## src/rtl/fkrts_fifo.sv

```systemverilog
`timescale 1ns / 1ps
// Small register queue used between the front end, the back end and the result port.
// Depends on nothing but its parameters.

module fkrts_fifo #(
  parameter int unsigned Width = 8,
  parameter int unsigned Depth = 2
) (
  input  logic             clk_i,
  input  logic             rst_ni,
  input  logic             wr_i,
  input  logic [Width-1:0] wdata_i,
  output logic             full_o,
  input  logic             rd_i,
  output logic [Width-1:0] rdata_o,
  output logic             empty_o
);

  localparam int unsigned PtrW  = (Depth > 1) ? $clog2(Depth) : 1;
  localparam int unsigned FillW = $clog2(Depth + 1);

  logic [Width-1:0] storage_q [Depth];
  logic [PtrW-1:0]  wr_ptr_q, wr_ptr_d, rd_ptr_q, rd_ptr_d;
  logic [FillW-1:0] fill_q, fill_d;
  logic             wr_en, rd_en;

  assign full_o  = (fill_q == FillW'(Depth));
  assign empty_o = (fill_q == '0);
  assign wr_en   = wr_i & ~full_o;
  assign rd_en   = rd_i & ~empty_o;
  assign rdata_o = storage_q[rd_ptr_q];

  always_comb begin
    wr_ptr_d = wr_ptr_q;
    rd_ptr_d = rd_ptr_q;
    fill_d   = fill_q;
    if (wr_en) begin
      wr_ptr_d = (wr_ptr_q == PtrW'(Depth - 1)) ? '0 : wr_ptr_q + 1'b1;
    end
    if (rd_en) begin
      rd_ptr_d = (rd_ptr_q == PtrW'(Depth - 1)) ? '0 : rd_ptr_q + 1'b1;
    end
    if (wr_en && !rd_en) begin
      fill_d = fill_q + 1'b1;
    end else if (rd_en && !wr_en) begin
      fill_d = fill_q - 1'b1;
    end
  end

  always_ff @(posedge clk_i or negedge rst_ni) begin
    if (!rst_ni) begin
      wr_ptr_q <= '0;
      rd_ptr_q <= '0;
      fill_q   <= '0;
    end else begin
      wr_ptr_q <= wr_ptr_d;
      rd_ptr_q <= rd_ptr_d;
      fill_q   <= fill_d;
    end
  end

  always_ff @(posedge clk_i) begin
    if (wr_en) begin
      storage_q[wr_ptr_q] <= wdata_i;
    end
  end

endmodule

```

## config.mk

```make
export PLATFORM = sky130hd
export DESIGN_NAME = fkrts_fifo
export DESIGN_NICKNAME = d
export VERILOG_FILES = /design/src/rtl/fkrts_fifo.sv
export SDC_FILE = /design/constraint.sdc
export NUM_CORES = 1
export LEC_CHECK = 0
export ABC_AREA = 1
export BUFFER_PORTS_ARGS = -buffer_cell sky130_fd_sc_hd__buf_4
export CORE_MARGIN = 4
export CORE_UTILIZATION = 53
export CTS_CLUSTER_SIZE = 10
export DETAILED_ROUTE_END_ITERATION = 10
export PLACE_DENSITY_LB_ADDON = 0.05
export SYNTH_ARGS = -nofsm -noshare
export SYNTH_HDL_FRONTEND = slang
export SYNTH_SLANG_ARGS = --single-unit
export TNS_END_PERCENT = 10
```

## constraint.sdc

```tcl
create_clock -name clk_i -period 2.6 [get_ports clk_i]
set_clock_uncertainty 0.1 [all_clocks]
set_input_delay 0.26 -clock clk_i [delete_from_list [all_inputs] [get_ports clk_i]]
set_output_delay 0.26 -clock clk_i [all_outputs]
set_load 0.05 [all_outputs]
```

==> results.sh <==
export IMPL_outcome="complete, no violations"
export IMPL_htreeDepth=1
export IMPL_n_antenna_cell=0
export IMPL_synthXorXnorAreaFrac=0.0108
export IMPL_synth_simple_gate_area_frac=0.201
export IMPL_clockBufferDepth=2
export IMPL_wire_per_inst_um=12.4
export IMPL_synth_yosys_seq_area_share=0.717
export IMPL_die_w_um=47.1
export IMPL_antenna_found_initial=0
export IMPL_ant_nets=0
export IMPL_cp_start_kind="flip-flop"
export IMPL_synth_top_family_by_area="simple AND/OR/NAND/NOR gates"
export IMPL_drive_gt1_frac=0.276
export IMPL_path_buf_inv=2
export IMPL_yosys_area_top_type="edfxtp_1"
export IMPL_synth_compound_area_frac=0.0124
export IMPL_p_leak_nw=0.480
export IMPL_max_slew_margin=0.553
export IMPL_layout_commonest_cell="nand2_1"
export IMPL_worstPathMaxFanout=10
export IMPL_portBuffers=21
export IMPL_initial_utilization=0.592
export IMPL_gr_usage_all_layers=0.145
export IMPL_ys_ff_latch=20
export IMPL_numClockSinks=20
export IMPL_path_delay_family="flip-flops"
export IMPL_grt_pass1_wl_um=2190
export IMPL_power_mw=1.33
export IMPL_path_clk_slew_ns=0.10
export IMPL_yosys_warnings=0
export IMPL_synthAdderAreaFrac=0.0155
export IMPL_criticalPathCategory="flip-flop to output pin"
export IMPL_drv_cap=0
export IMPL_io_pins=22
export IMPL_clock_latency_ns=0.28
export IMPL_fp_row_count=13
export IMPL_layout_min_cycle_time_ns=1.70
export IMPL_cts_tree="done"
export IMPL_cp_common_cell="nand2_1"
export IMPL_grt_overflow=0
export IMPL_syn_nets=86
export IMPL_grt_pass1_vias=510
export IMPL_post_cts_buffers=0
export IMPL_core_mm2=0.00137
export IMPL_worst_slew_pin_slew_ns=0.669
export IMPL_setup_tns_ns=0
export IMPL_via_count=542
export IMPL_synthTopCellsByArea="edfxtp_1, nand2_1, dfrtp_1, inv_1, ha_1"
export IMPL_end_kind="output pin"
export IMPL_die_y_um=47.1
export IMPL_fmax_mhz=589
export IMPL_dr_pass1_iters=4
export IMPL_worst_ep_required_time_ns=2.24
export IMPL_grt_setup_unrepaired="no"
export IMPL_final_cell_mix="nand2_1, buf_4, edfxtp_1"
export IMPL_powerDensity_mw_per_mm2=1310
export IMPL_setup_violations=0
export IMPL_grt_max_degree=12
export IMPL_clock_tree_root_cell="clkbuf_4"
export IMPL_die_area_mm2=0.00222
export IMPL_post_route_drc_count=0
export IMPL_fin_nets=112
export IMPL_cts_buffers=3
export IMPL_drtIter0Drc=16
export IMPL_synth_mux_area_frac=0
export IMPL_hold_path_class="input port to flip-flop"
export IMPL_crit_slowest_cell="dfrtp_1"
export IMPL_hold_viol_final=0
export IMPL_ir_worst_vdd_v=0.000927
export IMPL_crit_path_cell_trace="inv_2 > nand2_1 > nand2_1 > buf_4"
export IMPL_synthDistinctLibCells=14
export IMPL_syn_area_um2=810
export IMPL_postSynthAreaPerCell_um2=11.1
export IMPL_viasPerCell=4.80
export IMPL_synth_top_cell_area_share=0.594
export IMPL_cpPeakStageDelay_ns=0.51
export IMPL_routed_wl_um=1400
export IMPL_drv_slew=0
export IMPL_area_growth_pct=25.7
export IMPL_cp_data_arrival_time_ns=1.34
export IMPL_dp_hpwl_um=1030
export IMPL_fin_crit_sh=0.653
export IMPL_gp_congestion=0.787
export IMPL_syn_inst=73
## state kept, by name, indices dropped and copies added, names as in the netlist
name,flops
storage_q,16
wr_ptr_q,1
fill_q,2
rd_ptr_q,1
## report_power, final
part           internal, mW  leakage [nW]  switching [mW]
clock                0.0595        0.0150          0.0826
sequential            0.445         0.197          0.0613
combinational         0.196         0.268           0.487
total                 0.701         0.480           0.631
## final timing paths
check / start / endpoint / slack (ns) / cells after the start
min in group asynchronous: rst_ni / fill_q[1] / 0.22 / 2
hold reg to reg: wr_ptr_q / wr_ptr_q / 0.40 / 2
setup reg to reg: fill_q[0] / storage_q[1][7] / 0.98 / 2
setup / recovery: rd_ptr_q / rdata_o[3] / 0.90 / 4
max in group asynchronous: rst_ni / wr_ptr_q / 2.08 / 2
hold / removal: wdata_i[4] / storage_q[1][4] / 0.05 / 1
## per-stage QoR
stage                     cells  hold slack [ns]  utilization  cell area [um^2]  setup slack (ns)
after floorplan              73           -0.136            -               810             0.862
after global placement      108          -0.0403        0.718               981              1.01
after detailed placement    108          -0.0405        0.718               981              1.01
after CTS                   113           0.0463        0.745              1020             0.883
after global routing        113           0.0437        0.745              1020             0.771
final                       113           0.0523        0.745              1020             0.901
## logic make-up (layout without fill, tap and decap cells)
logic type	after synthesis	in the layout
AOI/OAI and AO/OA	2	2
and+or+nand+nor	40	40
buffers and inverters	9	34
adders and majority gates	1	1
xor gates and xnor gates	1	1
DFF	20	20
## layout make-up
| cell class | count | area (um^2) |
|---|---|---|
| inverters | 8 | 30.0 |
| multi-input cells | 44 | 194 |
| clock buffers | 4 | 26.3 |
| fillers | 94 | 349 |
| well taps | 15 | 18.8 |
| flip-flops and latches | 20 | 581 |
| repair buffers | 22 | 168 |
## routing by layer
layer | routed length, um | GRT usage | part of all wire | up-vias
met1 | 582 | 0.173 | 0.42 | 243
met2 | 723 | 0.271 | 0.52 | 13
met4 | 0 | 0.0331 | 0 | 0
met5 | 0 | 0 | 0 | -
li1 | - | - | - | 286
met3 | 95 | 0.0268 | 0.068 | 0
## cell usage after synthesis
master,instances
nand2_1,33
edfxtp_1,16
inv_1,7
dfrtp_1,4
nor2_1,2
nor2_2,2
o21ai_0,2
buf_2,1
ha_1,1
inv_2,1
nand3_1,1
nand3b_1,1
nand4_1,1
xnor2_1,1
## worst reg2reg max path: cells and delay by family, from the launching register on
family	cells	cell delay [ns]
and+or+nand+nor	1	0.53
AOI/OAI and AO/OA	1	0.15
DFF	1	0.48
## timing repair
item	4_1_cts	5_1_grt
hold endpoints to repair	4	0
gates resized for setup	0	0
hold buffers	1	0
endpoints found under the setup margin	0	0
Note: power is estimated with default switching activity, not from simulation.
