### config.mk
export PLATFORM = sky130hd
export DESIGN_NAME = fkrts_front
export DESIGN_NICKNAME = d
export VERILOG_FILES = /design/src/rtl/fkrts_pkg.sv /design/src/rtl/fkrts_front.sv
export SDC_FILE = /design/constraint.sdc
export NUM_CORES = 1
export LEC_CHECK = 0
export ABC_AREA = 1
export BUFFER_PORTS_ARGS = -buffer_cell sky130_fd_sc_hd__clkbuf_2
export CAP_MARGIN = 20
export CORE_AREA = 2 2 96 98
export CTS_BUF_LIST = sky130_fd_sc_hd__clkbuf_8
export DETAILED_ROUTE_END_ITERATION = 16
export DIE_AREA = 0 0 98 100
export PLACE_DENSITY = 0.77
export SLEW_MARGIN = 20
export SYNTH_ARGS = -nofsm -noshare
export SYNTH_HDL_FRONTEND = slang
export SYNTH_SLANG_ARGS = --single-unit
### constraint.sdc
create_clock -name clk_i -period 5 [get_ports clk_i]
set_input_delay 1 -clock clk_i [delete_from_list [all_inputs] [get_ports clk_i]]
set_output_delay 1 -clock clk_i [all_outputs]
set_load 0.005 [all_outputs]
### src/rtl/fkrts_pkg.sv
`timescale 1ns / 1ps
// Shared types, codes and helper functions for the fixed-key reverse table search.
// No dependencies; the front end, the back end and the top level refer to this package by scoped names.

package fkrts_pkg;

  localparam int unsigned KEY_W  = 64;
  localparam int unsigned IDX_W  = 11;
  localparam int unsigned LEN_W  = 4;
  localparam int unsigned POS_W  = 3;
  localparam int unsigned BYTE_W = 8;

  typedef enum logic [2:0] {
    OP_PUSH    = 3'd0,
    OP_POP     = 3'd1,
    OP_CLEAR   = 3'd2,
    OP_LOWER   = 3'd3,
    OP_UPPER   = 3'd4,
    OP_BYTE    = 3'd5,
    OP_REVERSE = 3'd6
  } op_e;

  typedef enum logic [2:0] {
    ERR_OK    = 3'd0,
    ERR_FULL  = 3'd1,
    ERR_EMPTY = 3'd2,
    ERR_RANGE = 3'd3,
    ERR_POS   = 3'd4
  } err_e;

  // Work the back end still has to do for one command.
  typedef enum logic [2:0] {
    K_DONE,
    K_PUSH,
    K_LOWER,
    K_UPPER,
    K_BYTE,
    K_REVERSE
  } kind_e;

  typedef enum logic [1:0] {
    BK_IDLE,
    BK_SEARCH,
    BK_REVERSE
  } bk_state_e;

  typedef struct packed {
    logic [IDX_W-1:0] found;
    logic [IDX_W-1:0] count;
    err_e             err;
  } res_t;

  typedef struct packed {
    kind_e             kind;
    logic [KEY_W-1:0]  key;
    logic [IDX_W-1:0]  lo;
    logic [IDX_W-1:0]  hi;
    logic [POS_W-1:0]  byte_sel;
    logic [BYTE_W-1:0] byte_val;
    res_t              res;
  } cmd_t;

  // A length of zero behaves as one byte, anything above eight as eight.
  function automatic logic [LEN_W-1:0] eff_len(input logic [LEN_W-1:0] raw);
    logic [LEN_W-1:0] n;
    if (raw == '0) begin
      n = LEN_W'(1);
    end else if (raw > LEN_W'(8)) begin
      n = LEN_W'(8);
    end else begin
      n = raw;
    end
    return n;
  endfunction

  function automatic logic [KEY_W-1:0] len_mask(input logic [LEN_W-1:0] n);
    logic [KEY_W-1:0] m;
    m = '0;
    for (int k = 0; k < 8; k++) begin
      if (LEN_W'(k) < n) begin
        m[8*k +: 8] = 8'hFF;
      end
    end
    return m;
  endfunction

  // Reverses the order of the low n bytes; bytes above the key length come out zero.
  function automatic logic [KEY_W-1:0] flip_bytes(input logic [KEY_W-1:0] v,
                                                  input logic [LEN_W-1:0] n);
    logic [KEY_W-1:0] r;
    logic [LEN_W-1:0] src;
    r = '0;
    for (int k = 0; k < 8; k++) begin
      src = n - LEN_W'(1) - LEN_W'(k);
      if (LEN_W'(k) < n) begin
        r[8*k +: 8] = v[{src[2:0], 3'b000} +: 8];
      end
    end
    return r;
  endfunction

endpackage

### src/rtl/fkrts_front.sv
`timescale 1ns / 1ps
// Front end: accepts words, keeps the entry count and resolves every error and trivial case.
// Depends on fkrts_pkg; feeds the command queue that the back end drains.

module fkrts_front #(
  parameter int unsigned TableDepth = 1024,
  localparam int unsigned CntW      = $clog2(TableDepth + 1)
) (
  input  logic                           clk_i,
  input  logic                           rst_ni,
  input  logic                           push_i,
  input  logic                           full_i,
  input  logic [fkrts_pkg::LEN_W-1:0]    key_len_i,
  input  logic [2:0]                     op_i,
  input  logic [fkrts_pkg::KEY_W-1:0]    key_value_i,
  input  logic [fkrts_pkg::IDX_W-1:0]    range_low_i,
  input  logic [fkrts_pkg::IDX_W-1:0]    range_high_i,
  input  logic [fkrts_pkg::POS_W-1:0]    byte_position_i,
  input  logic [fkrts_pkg::BYTE_W-1:0]   byte_value_i,
  output logic                           cmd_we_o,
  output fkrts_pkg::cmd_t                cmd_o,
  output logic [CntW-1:0]                cmd_cnt_o
);

  localparam int unsigned IdxW = fkrts_pkg::IDX_W;
  localparam int unsigned LenW = fkrts_pkg::LEN_W;
  localparam int unsigned CmpW = (CntW > IdxW) ? CntW : IdxW;

  logic [CntW-1:0] count_q, count_d;
  logic [CmpW-1:0] lo_w, hi_w, cnt_w;
  logic [LenW-1:0] pos_w;
  logic            accept;

  assign accept    = push_i & ~full_i;
  assign cmd_we_o  = accept;
  assign cmd_cnt_o = count_q;

  always_comb begin
    lo_w  = CmpW'(range_low_i);
    hi_w  = CmpW'(range_high_i);
    cnt_w = CmpW'(count_q);
    pos_w = LenW'(byte_position_i);

    count_d          = count_q;
    cmd_o.kind       = fkrts_pkg::K_DONE;
    cmd_o.key        = key_value_i & fkrts_pkg::len_mask(key_len_i);
    cmd_o.lo         = range_low_i;
    cmd_o.hi         = range_high_i;
    cmd_o.byte_sel   = fkrts_pkg::POS_W'(key_len_i - pos_w - LenW'(1));
    cmd_o.byte_val   = byte_value_i;
    cmd_o.res.found  = '0;
    cmd_o.res.err    = fkrts_pkg::ERR_OK;

    unique case (op_i)
      fkrts_pkg::OP_PUSH: begin
        if (count_q == CntW'(TableDepth)) begin
          cmd_o.res.err = fkrts_pkg::ERR_FULL;
        end else begin
          count_d    = count_q + 1'b1;
          cmd_o.kind = fkrts_pkg::K_PUSH;
        end
      end
      fkrts_pkg::OP_POP: begin
        if (count_q == '0) begin
          cmd_o.res.err = fkrts_pkg::ERR_EMPTY;
        end else begin
          count_d = count_q - 1'b1;
        end
      end
      fkrts_pkg::OP_CLEAR: begin
        count_d = '0;
      end
      fkrts_pkg::OP_LOWER, fkrts_pkg::OP_UPPER: begin
        if (lo_w > hi_w || hi_w > cnt_w) begin
          cmd_o.res.err = fkrts_pkg::ERR_RANGE;
        end else if (lo_w == hi_w) begin
          cmd_o.res.found = range_low_i;
        end else begin
          cmd_o.kind = (op_i == fkrts_pkg::OP_LOWER) ? fkrts_pkg::K_LOWER
                                                     : fkrts_pkg::K_UPPER;
        end
      end
      fkrts_pkg::OP_BYTE: begin
        if (lo_w >= hi_w || hi_w > cnt_w) begin
          cmd_o.res.err = fkrts_pkg::ERR_RANGE;
        end else if (pos_w >= key_len_i) begin
          cmd_o.res.err = fkrts_pkg::ERR_POS;
        end else begin
          cmd_o.kind = fkrts_pkg::K_BYTE;
        end
      end
      fkrts_pkg::OP_REVERSE: begin
        if (count_q != '0) begin
          cmd_o.kind = fkrts_pkg::K_REVERSE;
        end
      end
      default: begin
      end
    endcase

    cmd_o.res.count = IdxW'(count_d);
  end

  always_ff @(posedge clk_i or negedge rst_ni) begin
    if (!rst_ni) begin
      count_q <= '0;
    end else if (accept) begin
      count_q <= count_d;
    end
  end

endmodule

==> metrics.txt <==
# TYPE chip_impl_metric gauge
chip_impl_metric{name="worst-path-max-fanout",unit=""} 13
chip_impl_metric{name="cpPeakStageDelay",unit="ns"} 0.39
chip_impl_metric{name="max_clock_freq",unit="MHz"} 246
chip_impl_info{name="status",value="completed"} 1
chip_impl_metric{name="drt-wirelength-per-cell",unit="um"} 12.6
chip_impl_metric{name="synth.distinct_cells",unit=""} 31
chip_impl_metric{name="worst_ep_required_time",unit="ns"} 4.00
chip_impl_metric{name="timing.final.crit_period",unit="ns"} 4.06
chip_impl_metric{name="syn-num-nets",unit=""} 675
chip_impl_metric{name="worst_ir_drop_vdd",unit="uV"} 250
chip_impl_metric{name="ctsLongestPathBuffers",unit=""} 2
chip_impl_metric{name="post-place-ws",unit="ns"} 0.927
chip_impl_metric{name="yosys_warnings",unit=""} 0
chip_impl_metric{name="buffer_ports.inserted",unit=""} 228
chip_impl_info{name="kind_of_capture_point_of_the_worst_setup_path",value="primary output"} 1
chip_impl_metric{name="design.core.area",unit="um^2"} 8890
chip_impl_metric{name="syn-cell-area",unit="um^2"} 2970
chip_impl_metric{name="fillerInstances",unit=""} 978
chip_impl_metric{name="synth_async_sr_flop_share",unit=""} 1.00
chip_impl_metric{name="cts_hold_buffers",unit=""} 0
chip_impl_metric{name="power_density",unit="nW/um^2"} 286
chip_impl_metric{name="arrival",unit="ns"} 3.06
chip_impl_metric{name="maxSlewHeadroom",unit=""} 0.447
chip_impl_info{name="netlist.top_cell.by_area",value="sky130_fd_sc_hd__nand2_1"} 1
chip_impl_info{name="synthFlopType",value="sky130_fd_sc_hd__dfrtp_1"} 1
chip_impl_metric{name="cts_sinks",unit=""} 11
chip_impl_metric{name="grt_antenna_before_repair",unit=""} 0
chip_impl_metric{name="placementRows",unit=""} 35
chip_impl_info{name="startpoint_type",value="input pin"} 1
chip_impl_metric{name="fp.dieW",unit="um"} 98
chip_impl_metric{name="worstRegToRegCells",unit=""} 11
chip_impl_metric{name="setup-violations-final",unit=""} 0
chip_impl_metric{name="detail_route.drc_violations",unit=""} 0
chip_impl_metric{name="clock_network_power_share",unit=""} 0.073
chip_impl_metric{name="netlist.area_leader.share",unit=""} 0.159
chip_impl_metric{name="power.leakage",unit="nW"} 2.70
chip_impl_metric{name="worst-path-buf-inv",unit=""} 4
chip_impl_metric{name="tightest_slew",unit="ns"} 0.827
chip_impl_metric{name="max_cap_violations",unit=""} 0
chip_impl_metric{name="hold_violations",unit=""} 0
chip_impl_metric{name="vias_per_cell",unit=""} 4.53
chip_impl_info{name="tritoncts",value="done"} 1
chip_impl_metric{name="vias_in_the_first_global_route",unit=""} 3362
chip_impl_metric{name="number_of_flops_mapped_to_enable_cells_by_yosys",unit=""} 0
chip_impl_metric{name="clk_pin_slew",unit="ns"} 0.05
chip_impl_metric{name="maximum_number_of_pins_on_one_net_before_global_route_repair",unit=""} 17
chip_impl_info{name="synthTopCellsByArea",value="sky130_fd_sc_hd__nand2_1, sky130_fd_sc_hd__inv_1, sky130_fd_sc_hd__ha_1, sky130_fd_sc_hd__nor2_1, sky130_fd_sc_hd__dfrtp_1"} 1
chip_impl_metric{name="int_pwr",unit="uW"} 504
chip_impl_metric{name="detailed_place_hpwl",unit="um"} 9370
chip_impl_metric{name="globalRouteTotalUtil",unit=""} 0.208
chip_impl_metric{name="post_synth.cell_area_avg",unit="um^2"} 5.52
chip_impl_metric{name="yosys_register_bits",unit=""} 11
chip_impl_metric{name="relative_contribution_of_sequential_cells_to_total_power",unit=""} 0.192
chip_impl_metric{name="netSwitchingFraction",unit=""} 0.558
chip_impl_metric{name="cts-htree-levels",unit=""} 1
chip_impl_metric{name="io_pins",unit=""} 245
chip_impl_metric{name="wl",unit="um"} 10500
chip_impl_metric{name="global_route_wire_length_before_repair",unit="um"} 16800
chip_impl_metric{name="wl_met1",unit="um"} 5140
chip_impl_metric{name="firstDrtPassIters",unit=""} 5
chip_impl_metric{name="num-nets-final",unit=""} 864
chip_impl_info{name="highest_layer",value="met4"} 1
chip_impl_metric{name="route.vias.total",unit=""} 3791
chip_impl_metric{name="finalWorstSetupSlack",unit="ns"} 0.942
chip_impl_info{name="cp_top_family",value="simple AND/OR/NAND/NOR gates"} 1
chip_impl_metric{name="layout_worst_path_cycle_share",unit=""} 0.812
chip_impl_info{name="clock_tree.root_cell",value="sky130_fd_sc_hd__clkbuf_8"} 1
chip_impl_metric{name="globalRoute.totalOverflow",unit=""} 0
chip_impl_info{name="crit_type",value="input pin to primary output"} 1
chip_impl_info{name="grt_setup_unrepaired",value="no"} 1
chip_impl_metric{name="fin_skew",unit="ns"} 0.00295
chip_impl_metric{name="floorplan.die.height",unit="um"} 100
chip_impl_info{name="timing.critical_path.mode_cell",value="sky130_fd_sc_hd__nand2_1"} 1
chip_impl_metric{name="routed-wl-met3",unit="um"} 744
chip_impl_metric{name="postCtsSetupBuffers",unit=""} 0
chip_impl_info{name="cp_slowest_cell",value="sky130_fd_sc_hd__nor2_2"} 1
chip_impl_metric{name="fin_tns_setup",unit="ns"} 0
chip_impl_metric{name="die-area",unit="um^2"} 9800
chip_impl_metric{name="initial_core_utilization",unit=""} 0.334
chip_impl_metric{name="clock_insertion_delay_worst_skew",unit="ns"} 0.23
chip_impl_metric{name="wl_met2",unit="um"} 4620
chip_impl_metric{name="timing_max_transition_violations_final",unit=""} 0
chip_impl_metric{name="area_growth",unit="%"} 34.3
chip_impl_metric{name="total_switching_power",unit="uW"} 637
chip_impl_metric{name="cts_resized",unit=""} 0
chip_impl_metric{name="final_layout_size_suffix_gt1_frac",unit=""} 0.360
chip_impl_info{name="min-delay-path-class",value="input pin to async pin"} 1
chip_impl_metric{name="tritoncts.num_buffers",unit=""} 3
chip_impl_metric{name="antenna_cells",unit=""} 0
chip_impl_metric{name="routabilityCongestion",unit=""} 0.900
chip_impl_metric{name="share_comb_of_total_power",unit=""} 0.735
chip_impl_metric{name="largest_register_ffs",unit=""} 11
chip_impl_info{name="sequence_of_cells_on_the_critical_path",value="clkbuf_2 > inv_1 > ha_1 > nand2_1 > nor2_1 > nand3_1 > nor2_2 > inv_1 > nand2_1 > nand2_1 > nand2_1 > nand3_1 > clkbuf_2"} 1
chip_impl_metric{name="cp_num_cells",unit=""} 13
chip_impl_metric{name="seq_area_frac_synth",unit=""} 0.0927
chip_impl_metric{name="drt-initial-drc-count",unit=""} 126
chip_impl_metric{name="synth_cells",unit=""} 538
chip_impl_metric{name="detail-route-antenna-nets",unit=""} 0
## power by group through the flow
stage          Combinational [mW]  Sequential (mW)  Clock [mW]
2_1_floorplan               0.640            0.159           0
4_1_cts                     0.844            0.217      0.0861
3_5_place_dp                0.841            0.218           0
5_1_grt                     0.963            0.229      0.0899
6_report                    0.840            0.219      0.0828
3_3_place_gp                0.829            0.218           0
## cells in the mapped netlist, types with 3 or more instances
cell type and count:
sky130_fd_sc_hd__inv_2 3, sky130_fd_sc_hd__ha_1 28, sky130_fd_sc_hd__nand2_2 3, sky130_fd_sc_hd__nand3_1 48, sky130_fd_sc_hd__nand4_1 18, sky130_fd_sc_hd__dfrtp_1 11, sky130_fd_sc_hd__nor2_1 84, sky130_fd_sc_hd__inv_1 124
sky130_fd_sc_hd__nand2_1 126, sky130_fd_sc_hd__buf_4 31, sky130_fd_sc_hd__nor2_4 5, sky130_fd_sc_hd__a21oi_1 8, sky130_fd_sc_hd__nand3_2 4, sky130_fd_sc_hd__o21ai_0 8, sky130_fd_sc_hd__buf_2 12, sky130_fd_sc_hd__nand2_4 3
## stage by stage
step	area, um^2	total power [mW]	utilization	hold WS [ns]	cells
2_1_floorplan	2970	0.799	-	0.614	538
3_3_place_gp	3940	1.05	0.443	0.677	833
3_5_place_dp	3940	1.06	0.443	0.679	833
4_1_cts	3990	1.15	0.448	0.631	837
5_1_grt	3990	1.28	0.448	0.646	837
6_report	3990	1.14	0.448	0.628	837
## path summary, 6_finish.rpt
check	from	to	slack (ns)
hold / removal	rst_ni	cmd_cnt_o[3]$_DFFE_PN0P_	0.63
max in group asynchronous	rst_ni	cmd_cnt_o[9]$_DFFE_PN0P_	4.16
setup reg to reg	cmd_cnt_o[0]$_DFFE_PN0P_	cmd_cnt_o[9]$_DFFE_PN0P_	3.14
hold reg to reg	cmd_cnt_o[5]$_DFFE_PN0P_	cmd_cnt_o[5]$_DFFE_PN0P_	0.69
setup / recovery	range_high_i[10]	cmd_o[0]	0.94
min in group clk_i	cmd_cnt_o[5]$_DFFE_PN0P_	cmd_cnt_o[5]$_DFFE_PN0P_	0.69
## area by class of cell
| class | count | area (um^2) | share of cell area |
|---|---|---|---|
| repair buffers | 229 | 1150 | 0.288 |
| multi-input cells | 355 | 1900 | 0.477 |
| clock buffers | 3 | 41.3 | 0.0104 |
| well taps | 111 | 139 | 0.0348 |
| clock inverters | 1 | 3.75 | 0.000942 |
| flip-flops and latches | 11 | 275 | 0.0691 |
| inverters | 127 | 477 | 0.120 |
## cell usage in the layout (no fill, tap or decap), types with 3 or more instances in the layout
| master | count |
|---|---|
| sky130_fd_sc_hd__clkbuf_8 | 3 |
| sky130_fd_sc_hd__nand2_1 | 126 |
| sky130_fd_sc_hd__dfrtp_1 | 11 |
| sky130_fd_sc_hd__nand2_2 | 3 |
| sky130_fd_sc_hd__nand2_4 | 3 |
| sky130_fd_sc_hd__nand3_2 | 4 |
| sky130_fd_sc_hd__o21ai_0 | 8 |
| sky130_fd_sc_hd__nand4_1 | 18 |
| sky130_fd_sc_hd__ha_1 | 28 |
| sky130_fd_sc_hd__clkbuf_2 | 228 |
| sky130_fd_sc_hd__nor2_1 | 84 |
| sky130_fd_sc_hd__inv_2 | 3 |
| sky130_fd_sc_hd__inv_1 | 125 |
| sky130_fd_sc_hd__a21oi_1 | 8 |
| sky130_fd_sc_hd__nand3_1 | 48 |
| sky130_fd_sc_hd__nor2_4 | 5 |
## kinds of logic (layout without fill, tap and decap cells)
group	count (synthesis)	after routing	share of synthesized area
AND/OR/NAND/NOR	302	302	0.469
buffers and inverters	172	360	0.267
adder cells (fa/ha/maj)	29	29	0.125
AO/OA/AOI/OAI	23	23	0.0443
flip-flops	11	11	0.0927
XOR/XNOR	1	1	0.00295
## layer usage
metal  global-route usage  up-vias
met1                0.318     1660
met2                0.329      146
met4               0.0299        0
met3               0.0153        4
met5                    0        -
li1                     -     1981
(Power assumes the default switching activity.)
